## config.mk

```make
export PLATFORM = sky130hd
export DESIGN_NAME = c3cf_ctrl
export DESIGN_NICKNAME = d
export VERILOG_FILES = /design/src/sv/c3cf_pkg.sv /design/src/sv/c3cf_ctrl.sv
export SDC_FILE = /design/constraint.sdc
export NUM_CORES = 1
export LEC_CHECK = 0
export BUFFER_PORTS_ARGS = -buffer_cell sky130_fd_sc_hd__buf_2
export CORE_AREA = 2 2 39 41
export CTS_BUF_LIST = sky130_fd_sc_hd__clkbuf_4 sky130_fd_sc_hd__clkbuf_8 sky130_fd_sc_hd__clkbuf_16
export CTS_CLUSTER_DIAMETER = 150
export DETAILED_ROUTE_END_ITERATION = 10
export DIE_AREA = 0 0 41 43
export GPL_TIMING_DRIVEN = 0
export PLACE_DENSITY = 0.58
export SLEW_MARGIN = 20
export SYNTH_ARGS = -nofsm -noshare
export SYNTH_HDL_FRONTEND = slang
export SYNTH_SLANG_ARGS = --single-unit
```

## constraint.sdc

```tcl
create_clock -name clk_i -period 1.5 [get_ports clk_i]
set_clock_uncertainty 0.15 [all_clocks]
set_input_delay 0.225 -clock clk_i [delete_from_list [all_inputs] [get_ports clk_i]]
set_output_delay 0.225 -clock clk_i [all_outputs]
set_load 0.02 [all_outputs]
```

## src/sv/c3cf_pkg.sv

```systemverilog
`default_nettype none
package c3cf_pkg;

  localparam int unsigned PIX_W  = 8;
  localparam int unsigned ROW_W  = 17;  // row count runs up to height+1
  localparam int unsigned HGT_W  = 16;
  localparam int unsigned IMW_W  = 11;
  localparam int unsigned MASK_W = 24;
  localparam int unsigned DIV_W  = 16;
  localparam int unsigned CFG_W  = 24;
  localparam int unsigned IDX_W  = 3;
  localparam int unsigned ACC_W  = 20;  // 9 * 255 * 128 fits in 20 signed bits
  localparam int unsigned TAPS   = 9;
  localparam int unsigned DIV_STEPS = ACC_W;

  localparam logic [IDX_W-1:0] CFG_MASK_TOP    = 3'd0;
  localparam logic [IDX_W-1:0] CFG_MASK_MIDDLE = 3'd1;
  localparam logic [IDX_W-1:0] CFG_MASK_BOTTOM = 3'd2;
  localparam logic [IDX_W-1:0] CFG_DIVISOR     = 3'd3;
  localparam logic [IDX_W-1:0] CFG_IMG_WIDTH   = 3'd4;
  localparam logic [IDX_W-1:0] CFG_IMG_HEIGHT  = 3'd5;

  localparam logic [0:0] OP_PIXEL = 1'b0;
  localparam logic [0:0] OP_DRAIN = 1'b1;

  typedef struct packed {
    logic capture;
    logic adv;
    logic zero_pix;
    logic mac_start;
    logic mac_step;
    logic div_start;
    logic div_step;
    logic res_div;
    logic load_out;
  } cmd_t;

  typedef struct packed {
    logic op;
    logic row_lt_h;
    logic pend_nz;
    logic have;
    logic filt;
    logic mac_last;
    logic div_last;
    logic out_free;
  } sts_t;

endpackage
`default_nettype wire

```

## src/sv/c3cf_ctrl.sv

```systemverilog
`default_nettype none
module c3cf_ctrl (
  input  wire logic           clk_i,
  input  wire logic           rst_ni,
  input  wire logic           in_valid_i,
  output logic                in_ready_o,
  input  wire c3cf_pkg::sts_t sts_i,
  output c3cf_pkg::cmd_t      cmd_o
);

  localparam logic [3:0] ST_IDLE = 4'd0;
  localparam logic [3:0] ST_DEC  = 4'd1;
  localparam logic [3:0] ST_RD   = 4'd2;
  localparam logic [3:0] ST_ADV  = 4'd3;
  localparam logic [3:0] ST_MAC  = 4'd4;
  localparam logic [3:0] ST_DVL  = 4'd5;
  localparam logic [3:0] ST_DIV  = 4'd6;
  localparam logic [3:0] ST_FIN  = 4'd7;
  localparam logic [3:0] ST_OUT  = 4'd8;

  logic [3:0] state_q, state_d;
  logic       drain_q, drain_d;
  logic       try_q, try_d;

  always_comb begin
    state_d = state_q;
    drain_d = drain_q;
    try_d   = try_q;
    cmd_o   = '0;
    cmd_o.zero_pix = drain_q;
    in_ready_o = (state_q == ST_IDLE);
    case (state_q)
      ST_IDLE: begin
        if (in_valid_i) begin
          cmd_o.capture = 1'b1;
          state_d = ST_DEC;
        end
      end
      ST_DEC: begin
        try_d = 1'b0;
        if (sts_i.row_lt_h) begin
          drain_d = 1'b0;
          state_d = sts_i.op ? ST_IDLE : ST_RD;
        end else if (sts_i.pend_nz) begin
          drain_d = 1'b1;
          state_d = ST_RD;
        end else begin
          state_d = ST_IDLE;
        end
      end
      ST_RD: begin
        state_d = ST_ADV;
      end
      ST_ADV: begin
        cmd_o.adv       = 1'b1;
        cmd_o.mac_start = 1'b1;
        if (sts_i.have) begin
          state_d = sts_i.filt ? ST_MAC : ST_OUT;
        end else if (drain_q && !try_q) begin
          try_d   = 1'b1;
          state_d = ST_RD;
        end else begin
          state_d = ST_IDLE;
        end
      end
      ST_MAC: begin
        cmd_o.mac_step = 1'b1;
        if (sts_i.mac_last) begin
          state_d = ST_DVL;
        end
      end
      ST_DVL: begin
        cmd_o.div_start = 1'b1;
        state_d = ST_DIV;
      end
      ST_DIV: begin
        cmd_o.div_step = 1'b1;
        if (sts_i.div_last) begin
          state_d = ST_FIN;
        end
      end
      ST_FIN: begin
        cmd_o.res_div = 1'b1;
        state_d = ST_OUT;
      end
      ST_OUT: begin
        if (sts_i.out_free) begin
          cmd_o.load_out = 1'b1;
          state_d = ST_IDLE;
        end
      end
      default: begin
        state_d = ST_IDLE;
      end
    endcase
  end

  always_ff @(posedge clk_i or negedge rst_ni) begin
    if (!rst_ni) begin
      state_q <= ST_IDLE;
      drain_q <= 1'b0;
      try_q   <= 1'b0;
    end else begin
      state_q <= state_d;
      drain_q <= drain_d;
      try_q   <= try_d;
    end
  end

`ifndef SYNTHESIS
  a_filt_to_mac: assert property (@(posedge clk_i) disable iff (!rst_ni)
    (state_q == ST_ADV && sts_i.have && sts_i.filt) |=> (state_q == ST_MAC))
    else $error("interior pixel skipped the filter");
`endif

endmodule
`default_nettype wire

```

==> results.md, run 1 <==
- Status: complete, but fails checks
- Critical path class: reg2out
- Crit path DAT: 1.35 ns
- Leakage power: 0.000380 uW
- Core region area: 1380 um^2
- Area Growth Syn to Fin: 72.8%
- Placed instance area: 598 um^2
- Vias per inst: 4.81
- Final Hold Viols: 0
- Starting density of the core: 0.323
- Failing checks: setup timing
- Layout cells sized above 1: 0.619
- Initial antenna violation count: 0
- Final worst-path cycle share: 1.15
- Setup violators final: 9
- Vias after detailed routing: 481
- Clock buffer depth: 2
- Max rail drop VDD: 0.000755 V
- Fin crit period: 1.73 ns
- First-pass GRT wire length: 1750 um
- Vias in the first global route: 412
- Die ar.: 1760 um^2
- Post-route setup slack: -0.226 ns
- RSZ-0062 raised after global routing: true
- CTS Buf Count: 3
- Post-synthesis sequential area ratio: 0.336
- DRC Markers: 0
- Syn Nets: 61
- Drt first pass iters: 2
- Number of I/O pins: 21
- Relative slew margins: 0.822
- Clock Latency Late Sink: 0.25 ns
- Filler cells: 147
- Crit Path Max Fanout: 5
- # port buffers: 20
- GRT Overall Usage: 0.150
- Synth top area share: 0.336
- Pwr per Cell Area: 1910 nW/um^2
- Design Area, Final: 772 um^2
- Synth Cell Area: 447 um^2
- Largest net degree at the start of global routing: 11
- Distinct cells, synth: 25
- Gp weighted congestion: 0.761
- #FFs+latches synth: 6
- Wirelength per Cell: 11.7 um
- Post-Syn Instances: 50
- ANT nets after route: 0
- Mean Syn Cell Area: 8.93 um^2
- H-tree lvl count: 1
- Iteration-0 DRC Markers: 2
- Yosys warning total: 0
- Startpoint types: register
- Ant diodes: 0
- Pre-CTS WS: -0.0871 ns
- HPWL Detailed: 734 um
- Main area contributors after synthesis: dfrtp_1 34%, buf_6 7.6%, a2111oi_2 6.7%
- Die height: 43 um
- Total wire length: 1170 um
- Post-synth top area cell: dfrtp_1
- Req. time, crit path: 1.12 ns
- Worst hold path class: in2reg
- Fin. max-slew vios: 0
- Fmax: 0.579 GHz
- Max Cap Viol: 0
- # rows: 14
- CTS tree: yes
- Tightest Pin Transition: 0.266 ns
- CTS Root Cell: clkbuf_4
- Setup crit end kind: output pin
- GRT overflow: 0
- Clock sink total: 6
- Clock-pin slew on the worst setup and hold paths: 0.04 ns
- Nets: 97
- Die W: 41 um
==> cell usage after synthesis <==
master,instances
o21ai_0,1
a41oi_1,1
buf_6,3
nor2_1,7
or4_1,1
nor3_1,1
nor4b_2,1
buf_2,1
a31oi_1,1
nor3b_1,2
nor4_1,1
inv_1,4
nand2_1,3
or3_1,1
nor3_2,1
a2111oi_2,2
a21oi_1,4
o21ai_1,1
or2b_2,1
and2_1,1
nand2_4,1
o32ai_1,1
dfrtp_1,6
buf_4,3
nand3b_1,1
==> repair_timing <==
item	in CTS	in global routing
setup buffers	6	4
pin swaps	2	4
gates resized for setup	16	3
hold endpoints to repair	6	0
setup endpoints to repair	9	12
gates cloned	0	1
hold buffers	1	0
==> area by class of cell <==
class                           instances  area (um^2)  share of cell area
Multi-Input combinational cell         33          283               0.366
Timing Repair Buffer                   31          214               0.277
Sequential cell                         6          150               0.194
Buffer                                  7         67.6              0.0875
Clock buffer                            3         22.5              0.0292
Tap cell                               16         20.0              0.0259
Inverter                                4         15.0              0.0194
==> worst max-delay path, stage by stage, from the launching register on <==
cell     delay (ns)
dfrtp_1        0.37
buf_6          0.13
or2b_4         0.28
nor3b_2        0.17
buf_4          0.15
==> worst paths after layout <==
check	start	to	slack, ns	cells after the start
hold reg to reg	try_q	try_q	0.36	2
hold / removal	sts_i[6]	drain_q	0.02	2
setup reg to reg	state_q[1]	state_q[0]	0.03	5
max in group asynchronous	rst_ni	state_q[3]	0.88	2
min in group asynchronous	rst_ni	state_q[0]	0.18	2
setup / recovery	state_q[3]	cmd_o[2]	-0.23	4
==> per-stage QoR <==
stage	TNS [ns]	hold slack (ns)	cells	util	power (uW)
5_1_grt	-2.10	0.0210	100	0.558	1570
3_5_place_dp	-0.212	-0.0895	86	0.432	1060
3_3_place_gp	-0.182	-0.0885	86	0.432	1050
2_1_floorplan	-0.236	-0.221	50	-	900
4_1_cts	-1.48	0.0140	96	0.524	1360
6_report	-1.50	0.0203	100	0.558	1470
==> cells by family after synthesis <==
family | share of synthesized area
DFF | 0.336
buffers and inverters | 0.171
and+or+nand+nor | 0.305
AOI/OAI and AO/OA | 0.188
==> power breakdown <==
part,switching (uW),total [uW],internal [uW]
Clock,63.3,154,90.8
Sequential,42.4,271,229
Combinational,510,1050,535
Total,616,1470,855
==> cells in the final DEF, fill, tap and decap left out, drive strengths merged <==
cell type / count
buf: 37
a41oi: 1
nor3b: 2
nor4: 1
dfrtp: 6
or4: 1
nor2: 7
or2b: 1
nor3: 2
a31oi: 1
dlygate4sd3: 1
nand2: 4
o32ai: 1
o21ai: 2
or3: 1
clkbuf: 3
a2111oi: 2
nor4b: 1
nand3b: 1
a21oi: 4
and2: 1
inv: 4
==> layer usage <==
metal  track usage  share of wire  vias up
met4        0.0600         0.0077        0
met3        0.0785          0.064        3
li1              -              -      242
met2         0.225           0.53       13
met5             0              0        -
met1         0.173           0.40      223
==> flip-flops by register name, summed over array words and instances, names as in the netlist <==
signal	flops
drain_q	1
try_q	1
state_q	4
Power figures use the tool's default switching activity.
==> inputs of run 2 (changes only) <==
MAX_ROUTING_LAYER = met4   (was unset)
RECOVER_POWER = 100   (was unset)
==> run 2 against run 1 <==
  * The flow still finishes with violations (setup timing)
  * Sequential power about the same
  * Combinational power about the same
  * Non-clock buffer count unchanged
  * Final cell count is the same
  * Worst setup slack improved by 0.0052 ns
  * Clock power hardly changed
  * Critical endpoint unchanged
==> results.md, run 2 (synthesized netlist as in run 1, its figures left out) <==
- Layout Cells excl Fill: 100 (unchanged)
- FF+latch area: 150 um^2 (unchanged)
- ANT nets after route: 0 (unchanged)
- First-pass GRT wire length: 1750 um (unchanged)
- Most frequent cells in the layout: 17 x buf_4, 11 x buf_2, 7 x buf_6, 6 x nor2_1, 6 x dfrtp_1
- Crit path DAT: 1.35 ns (about the same)
- DRC Markers: 0 (unchanged)
- Vias in the first global route: 411 (-0.24%)
- Initial antenna violation count: 0 (unchanged)
- Vias after detailed routing: 484 (+0.62%)
- Top reg by flops: state_q
- Drt first pass iters: 4 (+2)
- Filler cells: 146 (-0.68%)
- Clock-pin slew on the worst setup and hold paths: 0.04 ns (about the same)
- Min-Delay Path Depth: 2 (unchanged)
- Tightest Pin Transition: 0.327 ns (+0.0610 ns)
- CTS tree: yes
- Final worst-path cycle share: 1.15 (-0.00347)
- Worst stage delay on the critical path: 0.36 ns (about the same)
- Leakage power: 0.000375 uW (-1.5%)
- Number of I/O pins: 21 (unchanged)
- Hold Crit Start: sts_i[6]
- H-tree lvl count: 1 (unchanged)
- Max Cap Viol: 0 (unchanged)
- Vias per inst: 4.84 (+0.62%)
- Die ar.: 1760 um^2 (unchanged)
- R2r setup slk: 0.03 ns (about the same)
- Slowest CP cell: dfrtp_1
- Critical-path cell list: buf_6, or2b_4, nor3b_2, buf_4
- Clock Latency Late Sink: 0.25 ns (about the same)
- Crit Path Max Fanout: 5 (unchanged)
- Most common cell after layout, fill and taps aside: buf_4
- Total wire length: 1160 um (-0.69%)
- Relative slew margins: 0.782 (-0.0399)
- Max rail drop VDD: 0.000757 V (+0.29%)
- Multi-input logic area: 283 um^2 (unchanged)
- Pwr per Cell Area: 1910 nW/um^2 (+0.11%)
- Max reg flops: 4 (unchanged)
- Worst hold path class: in2reg
- CTS Buf Count: 3 (unchanged)
- Fin crit period: 1.72 ns (-0.00521 ns)
- Setup violators final: 9 (unchanged)
- Die height: 43 um (unchanged)
- Failing checks: setup timing
- Die W: 41 um (unchanged)
- Largest registers: state_q (4), drain_q (1), try_q (1)
- Iteration-0 DRC Markers: 2 (unchanged)
- Final Hold Viols: 0 (unchanged)
- Core region area: 1380 um^2 (unchanged)
- Fin. max-slew vios: 0 (unchanged)
- Area Growth Syn to Fin: 72.3%
- Wirelength per Cell: 11.6 um (-0.69%)
- Setup crit end kind: output pin
- Status: complete, but fails checks
- Fmax: 0.581 GHz (+0.30%)
- # rows: 14 (unchanged)
- RSZ-0062 raised after global routing: true
- Startpoint types: register
- Hold Path Sink: drain_q
- Clock buffer depth: 2 (unchanged)
- # port buffers: 20 (unchanged)
- Placed cell count: 86 (unchanged)
- Worst flop-to-flop path startpoint: state_q[1]
- R2r worst-path depth: 5 (unchanged)
- Post-route setup slack: -0.221 ns (+0.00521 ns)
- GRT overflow: 0 (unchanged)
- Starting density of the core: 0.323 (unchanged)
- Gp weighted congestion: 0.771 (+1.3%)
- Reg2reg end: state_q[0]
- GRT Overall Usage: 0.154 (+0.00373)
- CTS Root Cell: clkbuf_4
- Nets: 97 (unchanged)
- Final hold slack: 0.0196 ns (-0.000747 ns)
- Critical path class: reg2out
- Ant diodes: 0 (unchanged)
- Clock sink total: 6 (unchanged)
- Req. time, crit path: 1.12 ns (about the same)
- Layout cells sized above 1: 0.595 (-0.0238)
- Largest net degree at the start of global routing: 11 (unchanged)
- HPWL Detailed: 734 um (unchanged)
-- run 2: cell types whose count changed in the layout (fill, tap and decap cells not counted), sizes merged --
cell	previous run	this run
buf	37	35
clkbuf	3	5
-- run 2: layout make-up --
type / instances / area share
Timing Repair Buffer: 31 / 0.275
Buffer: 7 / 0.0878
Multi-Input combinational cell: 33 / 0.367
Tap cell: 16 / 0.0260
Clock buffer: 3 / 0.0293
Sequential cell: 6 / 0.195
Inverter: 4 / 0.0195
-- run 2: per-layer routing --
metal / vias to the layer above / share of wire / GRT usage / routed length [um]
met5: - / 0 / - / 0
met4: 0 / 0.010 / 0.0600 / 12
met3: 4 / 0.065 / 0.0785 / 75
met2: 13 / 0.53 / 0.225 / 613
met1: 225 / 0.40 / 0.173 / 458
li1: 242 / - / - / -
-- run 2: metrics by stage --
stage / total power [uW] / setup WS, ns / setup TNS (ns) / util / instance area, um^2
floorplan: 900 / -0.0850 / -0.236 / - / 478
global placement: 1050 / -0.0704 / -0.182 / 0.432 / 598
detailed placement: 1060 / -0.0871 / -0.212 / 0.432 / 598
CTS: 1360 / -0.223 / -1.48 / 0.524 / 724
global route: 1570 / -0.289 / -2.10 / 0.556 / 769
finish: 1470 / -0.221 / -1.49 / 0.556 / 769
-- run 2: repair_timing --
action / in CTS / in global routing
setup buffers: 6 / 4
cloned: 0 / 1
resized for setup: 16 / 3
setup endpoints to repair: 9 / 12
endpoints found under the hold margin: 6 / 0
hold buffers: 1 / 0
pin swaps: 2 / 4
-- run 2: worst max-delay path by stage --
| stage | start | endpoint | depth (start not counted) |
|---|---|---|---|
| 6_report | state_q[3] | cmd_o[2] | 4 |
| 5_1_grt | state_q[3] | cmd_o[3] | 4 |
| 4_1_cts | state_q[3] | cmd_o[3] | 4 |
| 3_5_place_dp | state_q[3] | cmd_o[3] | 4 |
| 3_3_place_gp | state_q[3] | cmd_o[3] | 4 |
| 2_1_floorplan | state_q[1] | cmd_o[8] | 3 |
-- run 2: power breakdown --
group | internal, uW | total (uW) | leakage [uW] | switching [uW]
Clock | 90.9 | 155 | 0.0000138 | 64.3
Sequential | 229 | 271 | 0.0000763 | 42.0
Combinational | 531 | 1040 | 0.000284 | 511
-- run 2: worst max-delay path, delay by kind of cell, from the launching register on --
family	cells	cell delay, ns
buf+inv	2	0.28
simple gates	2	0.45
flops	1	0.36
==> inputs of run 3 (changes only) <==
MAX_ROUTING_LAYER = unset   (was met4)
SETUP_SLACK_MARGIN = 0.15   (was unset)
==> run 3 against run 2 <==
  * The flow still finishes with violations (setup timing)
  * Critical path depth unchanged
  * Total power up 22%
  * First-iteration DRC count rose by 100%
  * Register-to-register slack got worse by 0.04 ns
  * Flip-flop and latch count is the same
  * Maximum frequency decreased by 0.54%
  * Non-clock buffer count grew 4
  * Worst hold slack better by 0.0095 ns
  * Critical endpoint is now cmd_o[3]
==> results.md, run 3 (synthesized netlist as in run 1, its figures left out) <==
- Critical-path cell list: buf_6, or2b_4, nor3b_4, buf_6
- Req. time, crit path: 1.12 ns (about the same)
- Register share of total power: 0.163 (-0.022)
- Switching Power: 755 uW (+22%)
- Drt first pass iters: 4 (unchanged)
- Clock buffer depth: 2 (unchanged)
- Fmax: 0.578 GHz (-0.54%)
- Setup violators final: 10 (+1)
- Met1 wire length: 503 um (+9.8%)
- Clock-pin slew on the worst setup and hold paths: 0.05 ns (about the same)
- Clock sink total: 6 (unchanged)
- RSZ-0062 raised after global routing: true
- Critical path class: reg2out
- Relative slew margins: 0.767 (-0.0148)
- Die W: 41 um (unchanged)
- Uppermost layer routed: met4
- Final worst-path cycle share: 1.15 (+0.00617)
- H-tree lvl count: 1 (unchanged)
- Fin crit period: 1.73 ns (+0.00926 ns)
- Setup crit end kind: output pin
- Layout cells sized above 1: 0.739 (+0.143)
- Pint: 1030 uW (+21%)
- Worst stage delay on the critical path: 0.37 ns (about the same)
- GRT overflow: 0 (unchanged)
- WL met2: 709 um (+16%)
- Die height: 43 um (unchanged)
- Leakage power: 0.000416 uW (+11%)
- First-pass GRT wire length: 1810 um (+3.6%)
- Max reg flops: 4 (unchanged)
- # rows: 14 (unchanged)
- Filler cells: 120 (-18%)
- Pre-CTS WS: -0.126 ns (-0.0393 ns)
- Vias per inst: 4.96 (+2.5%)
- Initial antenna violation count: 0 (unchanged)
- ANT nets after route: 0 (unchanged)
- Die ar.: 1760 um^2 (unchanged)
- DRC Markers: 0 (unchanged)
- Total wire length: 1290 um (+11%)
- Largest registers: state_q (4), drain_q (1), try_q (1)
- Number of I/O pins: 21 (unchanged)
- Final Hold Viols: 0 (unchanged)
- Cell mode on critical path: buf_6
- Design Area, Final: 912 um^2 (+19%)
- Fin. max-slew vios: 0 (unchanged)
- Vias in the first global route: 438 (+6.6%)
- # port buffers: 20 (unchanged)
- CTS tree: yes
- Final hold slack: 0.0291 ns (+0.00948 ns)
- Starting density of the core: 0.323 (unchanged)
- Status: complete, but fails checks
- Nets: 101 (+4.1%)
- Most common cell after layout, fill and taps aside: buf_4
- Post-route setup slack: -0.230 ns (-0.00926 ns)
- GRT Overall Usage: 0.151 (-0.00312)
- Core Util, Final: 0.659 (+0.103)
- Clock Latency Late Sink: 0.24 ns (about the same)
- Failing checks: setup timing
- Most frequent cells in the layout: 15 x buf_4, 14 x buf_6, 11 x buf_2, 6 x dfrtp_1, 4 x inv_1
- Iteration-0 DRC Markers: 4 (+2)
- Largest net degree at the start of global routing: 8 (-3)
- Crit Path Max Fanout: 4 (-1)
- CTS Root Cell: clkbuf_4
- Core region area: 1380 um^2 (unchanged)
- Max rail drop VDD: 0.00130 V (+71%)
- Wirelength per Cell: 12.4 um (+6.9%)
- Clock Power Share: 0.083 (-0.023)
- Switching Share: 0.422 (+0.00204)
- Max Cap Viol: 0 (unchanged)
- Fin Setup TNS: -1.56 ns (-0.0645 ns)
- CTS Buf Count: 3 (unchanged)
- Slowest CP cell: dfrtp_1
- Area Growth Syn to Fin: 104%
- Crit path DAT: 1.35 ns (about the same)
- Share of total power in combinational logic: 0.755 (+0.045)
- Vias after detailed routing: 516 (+6.6%)
- Top reg by flops: state_q
- Gp weighted congestion: 0.734 (-4.7%)
- HPWL Detailed: 772 um (+5.2%)
- Pwr per Cell Area: 1960 nW/um^2 (+2.7%)
- Worst hold path class: in2reg
- Ant diodes: 0 (unchanged)
- Placed instance area: 623 um^2 (+4.2%)
- Startpoint types: register
- Tightest Pin Transition: 0.345 ns (+0.0185 ns)
- Met3 wire length: 60 um (-20%)
==> run 3: cell count changes in the layout (fill, tap and decap cells not counted), moves of 2 or more <==
cell	previous run	this run
buf_6	7	14
nor2_1	6	2
a21oi_1	4	1
a21oi_2	0	3
buf_4	17	15
nor2_2	0	2
nor2_4	1	3
nor3b_2	2	0
nor3b_4	0	2
==> run 3: layout make-up <==
class,count,area (um^2),share of cell area
buffer,7,67.6,0.0741
multi-input combinational,33,365,0.401
timing repair buffer,35,272,0.298
sequential,6,150,0.165
tap,16,20.0,0.0219
clock buffer,3,22.5,0.0247
inverter,4,15.0,0.0165
==> run 3: path summary, 6_finish.rpt <==
kind	start	end	slack [ns]	cells past startpoint
max	state_q[3]	cmd_o[3]	-0.23	4
min	sts_i[6]	drain_q	0.03	2
max reg2reg	state_q[2]	state_q[1]	-0.01	6
min reg2reg	try_q	try_q	0.45	2
max in group asynchronous	rst_ni	state_q[1]	0.69	2
min in group asynchronous	rst_ni	try_q	0.24	2
==> run 3: critical path, delay by kind of cell (launching register included) <==
kind | cells | cell delay [ns]
simple gates | 2 | 0.47
flops | 1 | 0.37
buf+inv | 2 | 0.27
==> run 3: repair_timing <==
item                                   4_1_cts  5_1_grt
buffers inserted                             7        6
endpoints found under the hold margin        6        0
cloned                                       1        0
gates resized for setup                     22       17
pin swaps                                   10       12
hold buffers                                 1        0
setup endpoints to repair                   12       14
==> run 3: per-stage QoR <==
step	power, uW	std cells
after floorplan	943	50
after global placement	1090	86
after detailed placement	1110	86
after CTS	1510	98
after global routing	1900	104
final	1790	104
==> run 3: power by group through the flow <==
stage                     clock [uW]  sequential [uW]  combinational, uW
after floorplan                    0              262                681
after global placement             0              270                822
after detailed placement           0              272                833
after CTS                        155              275               1090
after global routing             159              301               1440
final                            147              291               1350
==> run 3: routing by layer <==
layer,vias up,global-route usage
li1,252,-
met4,0,0.0800
met1,244,0.189
met2,18,0.241
met5,-,0
met3,2,0.0157
